$ cat src/rtl/slt_pkg.sv
package slt_pkg;

	localparam logic [2:0] OP_INSERT  = 3'd0;
	localparam logic [2:0] OP_LOOKUP  = 3'd1;
	localparam logic [2:0] OP_REMOVE  = 3'd2;
	localparam logic [2:0] OP_EXTRACT = 3'd3;
	localparam logic [2:0] OP_COUNT   = 3'd4;

	localparam logic [2:0] ST_OK       = 3'd0;
	localparam logic [2:0] ST_EMPTY    = 3'd1;
	localparam logic [2:0] ST_NOTFOUND = 3'd2;
	localparam logic [2:0] ST_RANGE    = 3'd3;
	localparam logic [2:0] ST_FULL     = 3'd4;

	localparam int OP_W     = 3;
	localparam int VALUE_W  = 32;
	localparam int POS_W    = 4;
	localparam int STATUS_W = 3;
	localparam int COUNT_W  = 5;

	typedef enum logic [1:0] {
		EDIT_NONE,
		EDIT_INSERT,
		EDIT_DROP_LT,
		EDIT_DROP_POS
	} edit_t;

	// controller -> datapath
	typedef struct packed {
		logic                load;
		logic                compare;
		logic                commit;
		edit_t               edit;
		logic [STATUS_W-1:0] status;
		logic                found;
		logic                take_value;
	} slt_cmd_t;

	// datapath -> controller
	typedef struct packed {
		logic [OP_W-1:0] opcode;
		logic            empty;
		logic            full;
		logic            hit;
		logic            beyond;
	} slt_sts_t;

endpackage

$ cat src/rtl/slt_ctrl.sv
module slt_ctrl (
	input  logic              clk,
	input  logic              arst_n,
	input  logic              req_valid,
	output logic              req_ready,
	output logic              rsp_valid,
	input  logic              rsp_ready,
	input  slt_pkg::slt_sts_t sts,
	output slt_pkg::slt_cmd_t cmd
);

	typedef enum logic [1:0] {
		S_IDLE,
		S_COMP,
		S_APPLY
	} state_t;

	state_t state_q;
	logic   out_valid_q;
	logic   out_free;

	assign req_ready = (state_q == S_IDLE);
	assign rsp_valid = out_valid_q;
	assign out_free  = !out_valid_q || rsp_ready;

	always_comb begin
		cmd            = '0;
		cmd.edit       = slt_pkg::EDIT_NONE;
		cmd.status     = slt_pkg::ST_OK;
		cmd.load       = (state_q == S_IDLE) && req_valid;
		cmd.compare    = (state_q == S_COMP);
		cmd.commit     = (state_q == S_APPLY) && out_free;
		unique case (sts.opcode)
			slt_pkg::OP_INSERT: begin
				if (sts.full) begin
					cmd.status = slt_pkg::ST_FULL;
				end else begin
					cmd.edit = slt_pkg::EDIT_INSERT;
				end
			end
			slt_pkg::OP_LOOKUP: begin
				if (sts.empty) begin
					cmd.status = slt_pkg::ST_EMPTY;
				end else if (!sts.hit) begin
					cmd.status = slt_pkg::ST_NOTFOUND;
				end else begin
					cmd.found = 1'b1;
				end
			end
			slt_pkg::OP_REMOVE: begin
				if (sts.empty) begin
					cmd.status = slt_pkg::ST_EMPTY;
				end else if (!sts.hit) begin
					cmd.status = slt_pkg::ST_NOTFOUND;
				end else begin
					cmd.edit = slt_pkg::EDIT_DROP_LT;
				end
			end
			slt_pkg::OP_EXTRACT: begin
				if (sts.empty) begin
					cmd.status = slt_pkg::ST_EMPTY;
				end else if (sts.beyond) begin
					cmd.status = slt_pkg::ST_RANGE;
				end else begin
					cmd.edit       = slt_pkg::EDIT_DROP_POS;
					cmd.take_value = 1'b1;
				end
			end
			default: begin
				// count and unused opcodes: report only
				cmd.status = slt_pkg::ST_OK;
			end
		endcase
	end

	always_ff @(posedge clk or negedge arst_n) begin
		if (!arst_n) begin
			state_q     <= S_IDLE;
			out_valid_q <= 1'b0;
		end else begin
			unique case (state_q)
				S_IDLE: begin
					if (req_valid) state_q <= S_COMP;
					if (rsp_ready) out_valid_q <= 1'b0;
				end
				S_COMP: begin
					state_q <= S_APPLY;
					if (rsp_ready) out_valid_q <= 1'b0;
				end
				S_APPLY: begin
					// hold until the result register is free
					if (out_free) begin
						state_q     <= S_IDLE;
						out_valid_q <= 1'b1;
					end
				end
				default: begin
					state_q <= S_IDLE;
				end
			endcase
		end
	end

endmodule

$ cat src/rtl/slt_dp.sv
module slt_dp #(
	parameter int CAPACITY = 16
) (
	input  logic                                 clk,
	input  logic                                 arst_n,
	input  logic [slt_pkg::OP_W-1:0]             opcode,
	input  logic signed [slt_pkg::VALUE_W-1:0]   value,
	input  logic [slt_pkg::POS_W-1:0]            position,
	input  slt_pkg::slt_cmd_t                    cmd,
	output slt_pkg::slt_sts_t                    sts,
	output logic [slt_pkg::STATUS_W-1:0]         status,
	output logic                                 found,
	output logic [slt_pkg::POS_W-1:0]            found_index,
	output logic signed [slt_pkg::VALUE_W-1:0]   extracted_value,
	output logic [slt_pkg::COUNT_W-1:0]          count
);

	localparam int CW = $clog2(CAPACITY + 1);
	localparam int PW = slt_pkg::POS_W;
	localparam int VW = slt_pkg::VALUE_W;

	logic [slt_pkg::OP_W-1:0] op_q;
	logic signed [VW-1:0]     value_q;
	logic [PW-1:0]            pos_q;

	logic signed [VW-1:0]     entry_q   [CAPACITY];
	logic signed [VW-1:0]     entry_nxt [CAPACITY];
	logic [CAPACITY-1:0]      lt_q;
	logic [CAPACITY-1:0]      eq_q;
	logic [CW-1:0]            count_q;
	logic [CW-1:0]            count_nxt;

	logic [CAPACITY-1:0]      cell_valid;
	logic [CAPACITY-1:0]      first_ge;
	logic [CAPACITY-1:0]      hit_vec;
	logic [CAPACITY-1:0]      pos_sel;
	logic [CAPACITY-1:0]      pos_before;
	logic [PW-1:0]            hit_index;
	logic signed [VW-1:0]     pos_value;

	always_comb begin
		for (int i = 0; i < CAPACITY; i++) begin
			cell_valid[i] = CW'(i) < count_q;
			pos_sel[i]    = (i < (1 << PW)) && (pos_q == PW'(i));
			pos_before[i] = (i < (1 << PW)) && (PW'(i) < pos_q);
		end
	end

	// boundary cell: first one not below the key
	always_comb begin
		logic prev_lt;
		prev_lt = 1'b1;
		for (int i = 0; i < CAPACITY; i++) begin
			first_ge[i] = cell_valid[i] && !lt_q[i] && prev_lt;
			prev_lt     = lt_q[i];
		end
	end

	assign hit_vec = first_ge & eq_q;

	always_comb begin
		hit_index = '0;
		pos_value = '0;
		for (int i = 0; i < CAPACITY; i++) begin
			if (hit_vec[i]) hit_index = hit_index | PW'(i);
			if (pos_sel[i]) pos_value = pos_value | entry_q[i];
		end
	end

	assign sts.opcode = op_q;
	assign sts.empty  = (count_q == '0);
	assign sts.full   = (count_q == CW'(CAPACITY));
	assign sts.hit    = |hit_vec;
	assign sts.beyond = (PW + CW)'(pos_q) >= (PW + CW)'(count_q);

	always_comb begin
		logic prev_lt;
		prev_lt = 1'b1;
		for (int i = 0; i < CAPACITY; i++) begin
			entry_nxt[i] = entry_q[i];
			unique case (cmd.edit)
				slt_pkg::EDIT_INSERT: begin
					if (lt_q[i]) begin
						entry_nxt[i] = entry_q[i];
					end else if (prev_lt) begin
						entry_nxt[i] = value_q;
					end else begin
						entry_nxt[i] = entry_q[(i > 0) ? i - 1 : 0];
					end
				end
				slt_pkg::EDIT_DROP_LT: begin
					if (!lt_q[i] && (i + 1 < CAPACITY)) begin
						entry_nxt[i] = entry_q[(i + 1 < CAPACITY) ? i + 1 : i];
					end
				end
				slt_pkg::EDIT_DROP_POS: begin
					if (!pos_before[i] && (i + 1 < CAPACITY)) begin
						entry_nxt[i] = entry_q[(i + 1 < CAPACITY) ? i + 1 : i];
					end
				end
				default: begin
					entry_nxt[i] = entry_q[i];
				end
			endcase
			prev_lt = lt_q[i];
		end
	end

	always_comb begin
		unique case (cmd.edit)
			slt_pkg::EDIT_INSERT:   count_nxt = count_q + CW'(1);
			slt_pkg::EDIT_DROP_LT:  count_nxt = count_q - CW'(1);
			slt_pkg::EDIT_DROP_POS: count_nxt = count_q - CW'(1);
			default:                count_nxt = count_q;
		endcase
	end

	always_ff @(posedge clk or negedge arst_n) begin
		if (!arst_n) begin
			count_q <= '0;
		end else if (cmd.commit) begin
			count_q <= count_nxt;
		end
	end

	always_ff @(posedge clk) begin
		if (cmd.load) begin
			op_q    <= opcode;
			value_q <= value;
			pos_q   <= position;
		end
		if (cmd.compare) begin
			for (int i = 0; i < CAPACITY; i++) begin
				lt_q[i] <= cell_valid[i] && (entry_q[i] < value_q);
				eq_q[i] <= (entry_q[i] == value_q);
			end
		end
		if (cmd.commit) begin
			for (int i = 0; i < CAPACITY; i++) begin
				entry_q[i] <= entry_nxt[i];
			end
			status          <= cmd.status;
			found           <= cmd.found;
			found_index     <= cmd.found ? hit_index : '0;
			extracted_value <= cmd.take_value ? pos_value : '0;
			count           <= slt_pkg::COUNT_W'(count_nxt);
		end
	end

endmodule

$ cat src/rtl/sorted_list_table.sv
// Sorted table of signed 32-bit values, kept in ascending order; equal values
// keep arrival order with the newest one first among its equals.
// Request channel (req_valid/req_ready): opcode, value, position. Opcodes are
// insert, lookup, remove value, extract at position and count; codes five to
// seven act as count. Response channel (rsp_valid/rsp_ready): one response
// per request with status, found, found_index, extracted_value and count,
// where count is the number of stored values after the operation.
// Timing: a request is taken in the idle step, every stored cell compares against
// it in the compare step, and the edit plus the response register load happen in
// the apply step. rsp_valid rises as the controller returns to idle, and only then
// is a new request accepted: a request finishes its apply step before the next one
// is taken. The three-step controller sequence sets this order.
// A waiting response does not block acceptance of the next request; that
// request holds in its final step until the response register is taken.
// Reset empties the table (count zero), clears rsp_valid and leaves req_ready
// high; stored values are not cleared, and unwritten cells never reach a response.
module sorted_list_table #(
	parameter int CAPACITY = 16
) (
	input  logic                                 clk,
	input  logic                                 arst_n,
	input  logic                                 req_valid,
	output logic                                 req_ready,
	input  logic [slt_pkg::OP_W-1:0]             opcode,
	input  logic signed [slt_pkg::VALUE_W-1:0]   value,
	input  logic [slt_pkg::POS_W-1:0]            position,
	output logic                                 rsp_valid,
	input  logic                                 rsp_ready,
	output logic [slt_pkg::STATUS_W-1:0]         status,
	output logic                                 found,
	output logic [slt_pkg::POS_W-1:0]            found_index,
	output logic signed [slt_pkg::VALUE_W-1:0]   extracted_value,
	output logic [slt_pkg::COUNT_W-1:0]          count
);

	slt_pkg::slt_cmd_t cmd;
	slt_pkg::slt_sts_t sts;

	slt_ctrl u_ctrl (
		.clk       (clk),
		.arst_n    (arst_n),
		.req_valid (req_valid),
		.req_ready (req_ready),
		.rsp_valid (rsp_valid),
		.rsp_ready (rsp_ready),
		.sts       (sts),
		.cmd       (cmd)
	);

	slt_dp #(
		.CAPACITY (CAPACITY)
	) u_dp (
		.clk             (clk),
		.arst_n          (arst_n),
		.opcode          (opcode),
		.value           (value),
		.position        (position),
		.cmd             (cmd),
		.sts             (sts),
		.status          (status),
		.found           (found),
		.found_index     (found_index),
		.extracted_value (extracted_value),
		.count           (count)
	);

	a_one_at_a_time: assert property (@(posedge clk) disable iff (!arst_n)
		(req_valid && req_ready) |=> !req_ready)
		else $error("request accepted while another is in progress");

	a_found_ok: assert property (@(posedge clk) disable iff (!arst_n)
		(rsp_valid && found) |-> (status == slt_pkg::ST_OK))
		else $error("found flag with a failing status");

	a_empty_count: assert property (@(posedge clk) disable iff (!arst_n)
		(rsp_valid && status == slt_pkg::ST_EMPTY) |-> (count == '0))
		else $error("empty status with nonzero count");

	a_full_count: assert property (@(posedge clk) disable iff (!arst_n)
		(rsp_valid && status == slt_pkg::ST_FULL)
		|-> (count == slt_pkg::COUNT_W'(CAPACITY)))
		else $error("full status below capacity");

endmodule
$ cat config.mk
export PLATFORM = sky130hd
export DESIGN_NAME = sorted_list_table
export DESIGN_NICKNAME = d
export VERILOG_FILES = /design/src/rtl/slt_pkg.sv /design/src/rtl/slt_ctrl.sv /design/src/rtl/slt_dp.sv /design/src/rtl/sorted_list_table.sv
export SDC_FILE = /design/constraint.sdc
export NUM_CORES = 2
export LEC_CHECK = 0
export BUFFER_PORTS_ARGS = -buffer_cell sky130_fd_sc_hd__buf_2
export CAP_MARGIN = 40
export CELL_PAD_IN_SITES_DETAIL_PLACEMENT = 0
export CELL_PAD_IN_SITES_GLOBAL_PLACEMENT = 1
export CORE_MARGIN = 10
export CORE_UTILIZATION = 28
export DETAILED_ROUTE_END_ITERATION = 12
export PLACE_DENSITY_LB_ADDON = 0.3
export SLEW_MARGIN = 20
export SYNTH_ARGS = -nofsm -noshare
export SYNTH_HDL_FRONTEND = slang
export SYNTH_HIERARCHICAL = 1
export SYNTH_SLANG_ARGS = --single-unit
$ cat constraint.sdc
create_clock -name clk -period 8.11 [get_ports clk]
set_clock_uncertainty 0.05 [all_clocks]
set_input_delay 0 -clock clk [delete_from_list [all_inputs] [get_ports clk]]
set_output_delay 0 -clock clk [all_outputs]
set_load 0.02 [all_outputs]
Word level (Yosys, flattened, before mapping) --
Memory sizes are Yosys's and may differ from the RTL's. Index checks and enable logic that the tools add are counted.
Storage, ports and cells: register bits 124, memory bits (writable) 512, logic and storage cells 336, memories 1
Cells by class: add/subtract/negate cells 2, magnitude comparators 48, equality and inequality tests 43, mux-type cells 135, bitwise logic cells 16, reduce and logical (&&, ||, !) cells 78
Memories:
- u_dp.entry_q | words 16, width 32, read ports 16, clocked after Yosys merged registers in 0, wr ports 16, RTL line slt_dp.sv:26 | logic signed [VW-1:0] entry_q [CAPACITY];
Operator list (number):
- $mux W32 | 78
- $pmux W32 S3 | 15
- $eq A32 B32 Y1 | 16
- $lt A32 B32 Y1 | 16
- $or A32 B32 Y32 | 15
- $logic_and A1 B1 Y1 | 49
- $lt A4 B5 Y1 const A | 8
- $eq A4 B4 Y1 const B | 8
- $mux W4 | 8
- $lt A4 B4 Y1 const A | 7
- $mux W3 | 7
- $lt A3 B5 Y1 const A | 4
- $mux W2 | 10
- $logic_not A1 Y1 | 17
- $and A16 B16 Y16 | 1
- $eq A4 B3 Y1 const B | 4
- $lt A3 B4 Y1 const A | 4
- $reduce_or A16 Y1 | 1
- $mux W1 | 12
- $pmux W2 S3 | 2
- $lt A1 B5 Y1 const A | 2
- $lt A2 B5 Y1 const A | 2
- $pmux W5 S2 | 1
- $pmux W3 S3 | 1
- other kinds (24) | 34

Longest topological paths before layout --
depth in word-level cells 32, gate-level depth with buffers 17

Cells and area by module --
Netlist, hierarchy kept.
Modules (own cells, without submodules):
- slt_dp | instances 1, cells an instance 4309, area an instance 44574.0 um^2
- slt_ctrl | instances 1, cells an instance 34, area an instance 286.5 um^2

Least setup slack after synthesis --
No wires, ideal clock.
path kind register -> register, from register u_ctrl.out_valid_q (netlist: u_ctrl/rsp_valid), to memory u_dp/entry_q[1][224] (netlist bit) (enable), library setup time 502 ps, arrival 6401 ps, setup slack 1157 ps, stages on the path, launching flop included 5, period minus slack after synthesis 6953 ps, path through dfrtp_1 > nand2b_1 > nor2b_1 > inv_1 > nor4_1
RTL lines:
- start: declaration | RTL line slt_ctrl.sv:19 | logic out_valid_q;
- start signal: assignment | RTL line slt_ctrl.sv:79 | out_valid_q <= 1'b0;
- start signal: assignment | RTL line slt_ctrl.sv:84 | if (rsp_ready) out_valid_q <= 1'b0;
- start signal: assignment | RTL line slt_ctrl.sv:88 | if (rsp_ready) out_valid_q <= 1'b0;
- end: declaration | RTL line slt_dp.sv:26

==> metrics.yaml <==
outcome: "complete, no violations"
port_buffers: 89
async_flop_share_pct: 1.26
worst_slack_ns: 2.58
clkLatencyLatePin_ns: 0.71
synthTopCellsByCount: "nand2_1 (667), edfxtp_1 (628), o21ai_0 (562)"
synthToLayoutAreaGrowth_pct: 15.8
grt_pass1_wl_mm: 285
cts.sinks: 636
ys.warnings.count: 6
place_area_um2: 48400
multiInputGateArea_um2: 24700
path_clk_slew_ns: 0.06
critPathMaxFanout: 221
netlist_instances: 4343
io_pins: 90
die_height_um: 420
clock_path_buffers: 3
power_frac_seq_pct: 35.9
drt-total-wl_mm: 205
fmax_mhz: 181
grt_pass1_vias: 36500
syn-cell-area_um2: 44900
grt.total_usage_pct: 22.4
antenna_found_initial: 13
period_share_pct: 68.2
die_w_um: 420
vias: 38200
drv_slew: 0
grt_remaining_overflow: 0
fill_cells: 16000
syn-num-nets: 4906
critPathRequiredTime_ns: 8.42
start_kind: "register"
syn_avg_cell_area_um2: 10.3
coreArea_um2: 159000
firstDrtPassIters: 6
power_density_nw_per_um2: 256
r2r_cells: 13
die_area_um2: 177000
numCtsBuffers: 82
rows: 146
finalSetupTns_ns: 0
worst_slew_pin_slew_ns: 1.25
seq_area_um2: 19100
synth_most_common_cell: "nand2_1"
wl_per_cell_um: 31.1
synth_cell_type_count: 65
dp_slack_ns: 2.58
whs_path_depth: 2
grt_max_degree: 254
yosys.area.top_type_share_pct: 42.0
dp_hpwl_mm: 146
hold_path_class: "input pin to register"
fin_crit_ns: 5.53
fin_area_um2: 51900
rsz0062_at_grt: "no"
max-vdd-ir-drop_mv: 0.174
slowest_delay_ns: 0.66
clockRootBuffer: "clkbuf_16"
yosys-top-cells-area: "edfxtp_1 (42%), ha_1 (15%), mux2i_1 (10%), o21ai_0 (6.3%), nand2_1 (5.6%)"
internal_power_mw: 8.08
setup_viol: 0
crit_path_top_delay_cell: "dfrtp_1"
ys_ff_latch: 636
final_layout_size_suffix_gt1_share_pct: 9.52
yosysSeqAreaShare_pct: 42.5
ant_nets: 0
first_iter_violations: 4641
vias_per_cell: 5.80
synth_top_cell_by_area: "edfxtp_1"
report.final.hold_viol_count: 0
cap_viol_max_count: 0
gp_congestion: 0.930
drcViolationCount: 0
sw_frac_of_total_pct: 39.3
crit_chain: "inv_1, a21oi_1, nor2_1, o31ai_1, nor4_1, o211ai_1, nand2b_4, a2111oi_4, buf_12, nand2_1, o22a_1, nor2_4, buf_4"
path_class: "register to register"
start_util_pct: 28.3
switching_power_mw: 5.23
final_nets: 5014
cts_setup_buffers: 0
synth-edff-count: 628
p_leak_nw: 19.4
end_kind: "register"
clkPwrFrac_pct: 27.6
cts_tree: "done"
slew_headroom_pct: 16.6
htreeDepth: 3
arrival_ns: 5.84
pwr-share-comb_pct: 36.5
synth-main-ff-cell: "edfxtp_1"
==> final timing paths <==
kind | from | endpoint | slack, ns
min in group asynchronous | arst_n | u_ctrl/rsp_valid | 0.25
min | value[16] | u_dp/value_q[16] | 0.009
max in group asynchronous | arst_n | u_dp/count_q[3] | 7.44
max reg2reg | u_dp/count_q[2] | u_dp/entry_q[1][121] | 2.58
max | u_dp/count_q[2] | u_dp/entry_q[1][121] | 2.58
min reg2reg | u_ctrl/rsp_valid | u_ctrl/rsp_valid | 0.52
==> routing by layer <==
metal,track usage (%),share of wire (%),up-vias
met1,30.0,43,19000
met2,35.0,44,1813
li1,-,-,17000
met3,4.02,8.0,380
met4,10.7,5.3,6
met5,0,0.021,-
==> critical path: cells and delay by family, from the launching register on <==
kind,cells,cell delay [ns]
flip-flops,1,0.66
buffers and inverters,3,1.20
AND/OR/NAND/NOR,5,1.45
AO/OA/AOI/OAI,5,1.64
==> flip-flops by register name (all words and copies together), names as in the netlist <==
name	cells
u_dp/entry_q	512
u_dp/extracted_value	32
u_dp/value_q	32
u_dp/eq_q	16
u_dp/lt_q	16
u_dp/count	5
u_dp/count_q	5
u_dp/found_index	4
u_dp/pos_q	4
u_dp/op_q	3
u_dp/status	3
u_ctrl/state_q	2
u_ctrl/rsp_valid	1
u_dp/found	1
==> cell type report <==
class,count,area share (%)
multi-input cells,3366,47.6
flip-flops and latches,636,36.7
repair buffers,303,5.33
well taps,2072,4.99
clock buffers,106,4.21
clock inverters,34,0.687
inverters,62,0.448
diodes,5,0.0241
==> placed cells by master, fill, tap and decap left out, types with 51 or more instances in the layout <==
| cell type | n |
|---|---|
| nand2_1 | 666 |
| edfxtp_1 | 628 |
| o21ai_0 | 562 |
| ha_1 | 520 |
| mux2i_1 | 454 |
| a21oi_1 | 199 |
| a22oi_1 | 126 |
| buf_2 | 97 |
| nand3_1 | 86 |
| buf_4 | 85 |
| clkbuf_16 | 84 |
| dlygate4sd3_1 | 81 |
| nor2_1 | 71 |
| a221oi_1 | 66 |
| and4_1 | 61 |
| inv_1 | 60 |
| a22o_1 | 60 |
| nand4_1 | 51 |
| a21o_1 | 51 |
==> through the flow <==
step / hold slack (ns) / power (mW) / cells / util (%)
after floorplan: -0.346 / 7.67 / 4343 / -
after global placement: -0.178 / 9.37 / 6310 / 30.1
after detailed placement: -0.169 / 9.55 / 6349 / 30.5
after CTS: 0.00316 / 13.3 / 6570 / 32.6
after global routing: 0.0616 / 13.9 / 6583 / 32.7
final: 0.00944 / 13.3 / 6584 / 32.7
==> power by group through the flow <==
stage	clock network, mW	logic (mW)	registers, mW
after floorplan	0	3.07	4.60
after global placement	0	4.47	4.90
after detailed placement	0	4.70	4.84
after CTS	3.75	4.75	4.78
after global routing	3.86	5.27	4.81
final	3.67	4.86	4.78
==> logic make-up (layout without fill, tap and decap cells) <==
kind of cell             Yosys count  after routing  share of synthesized area, %
buffers and inverters            341            505                          2.94
AND/OR/NAND/NOR                 1082           1082                          10.9
flip-flops                       636            636                          42.5
multiplexers                     486            486                          10.9
AO/OA/AOI/OAI                   1271           1271                          18.1
other                              0              5                             0
adder cells (fa/ha/maj)          520            520                          14.5
XOR/XNOR                           7              7                         0.137
==> what timing repair did <==
item                       CTS  global route
hold buffers                81             0
gates resized for setup      0             0
setup endpoints to repair    0             0
hold endpoints to repair    67             0
No activity file was read; power rests on OpenSTA's default activity.
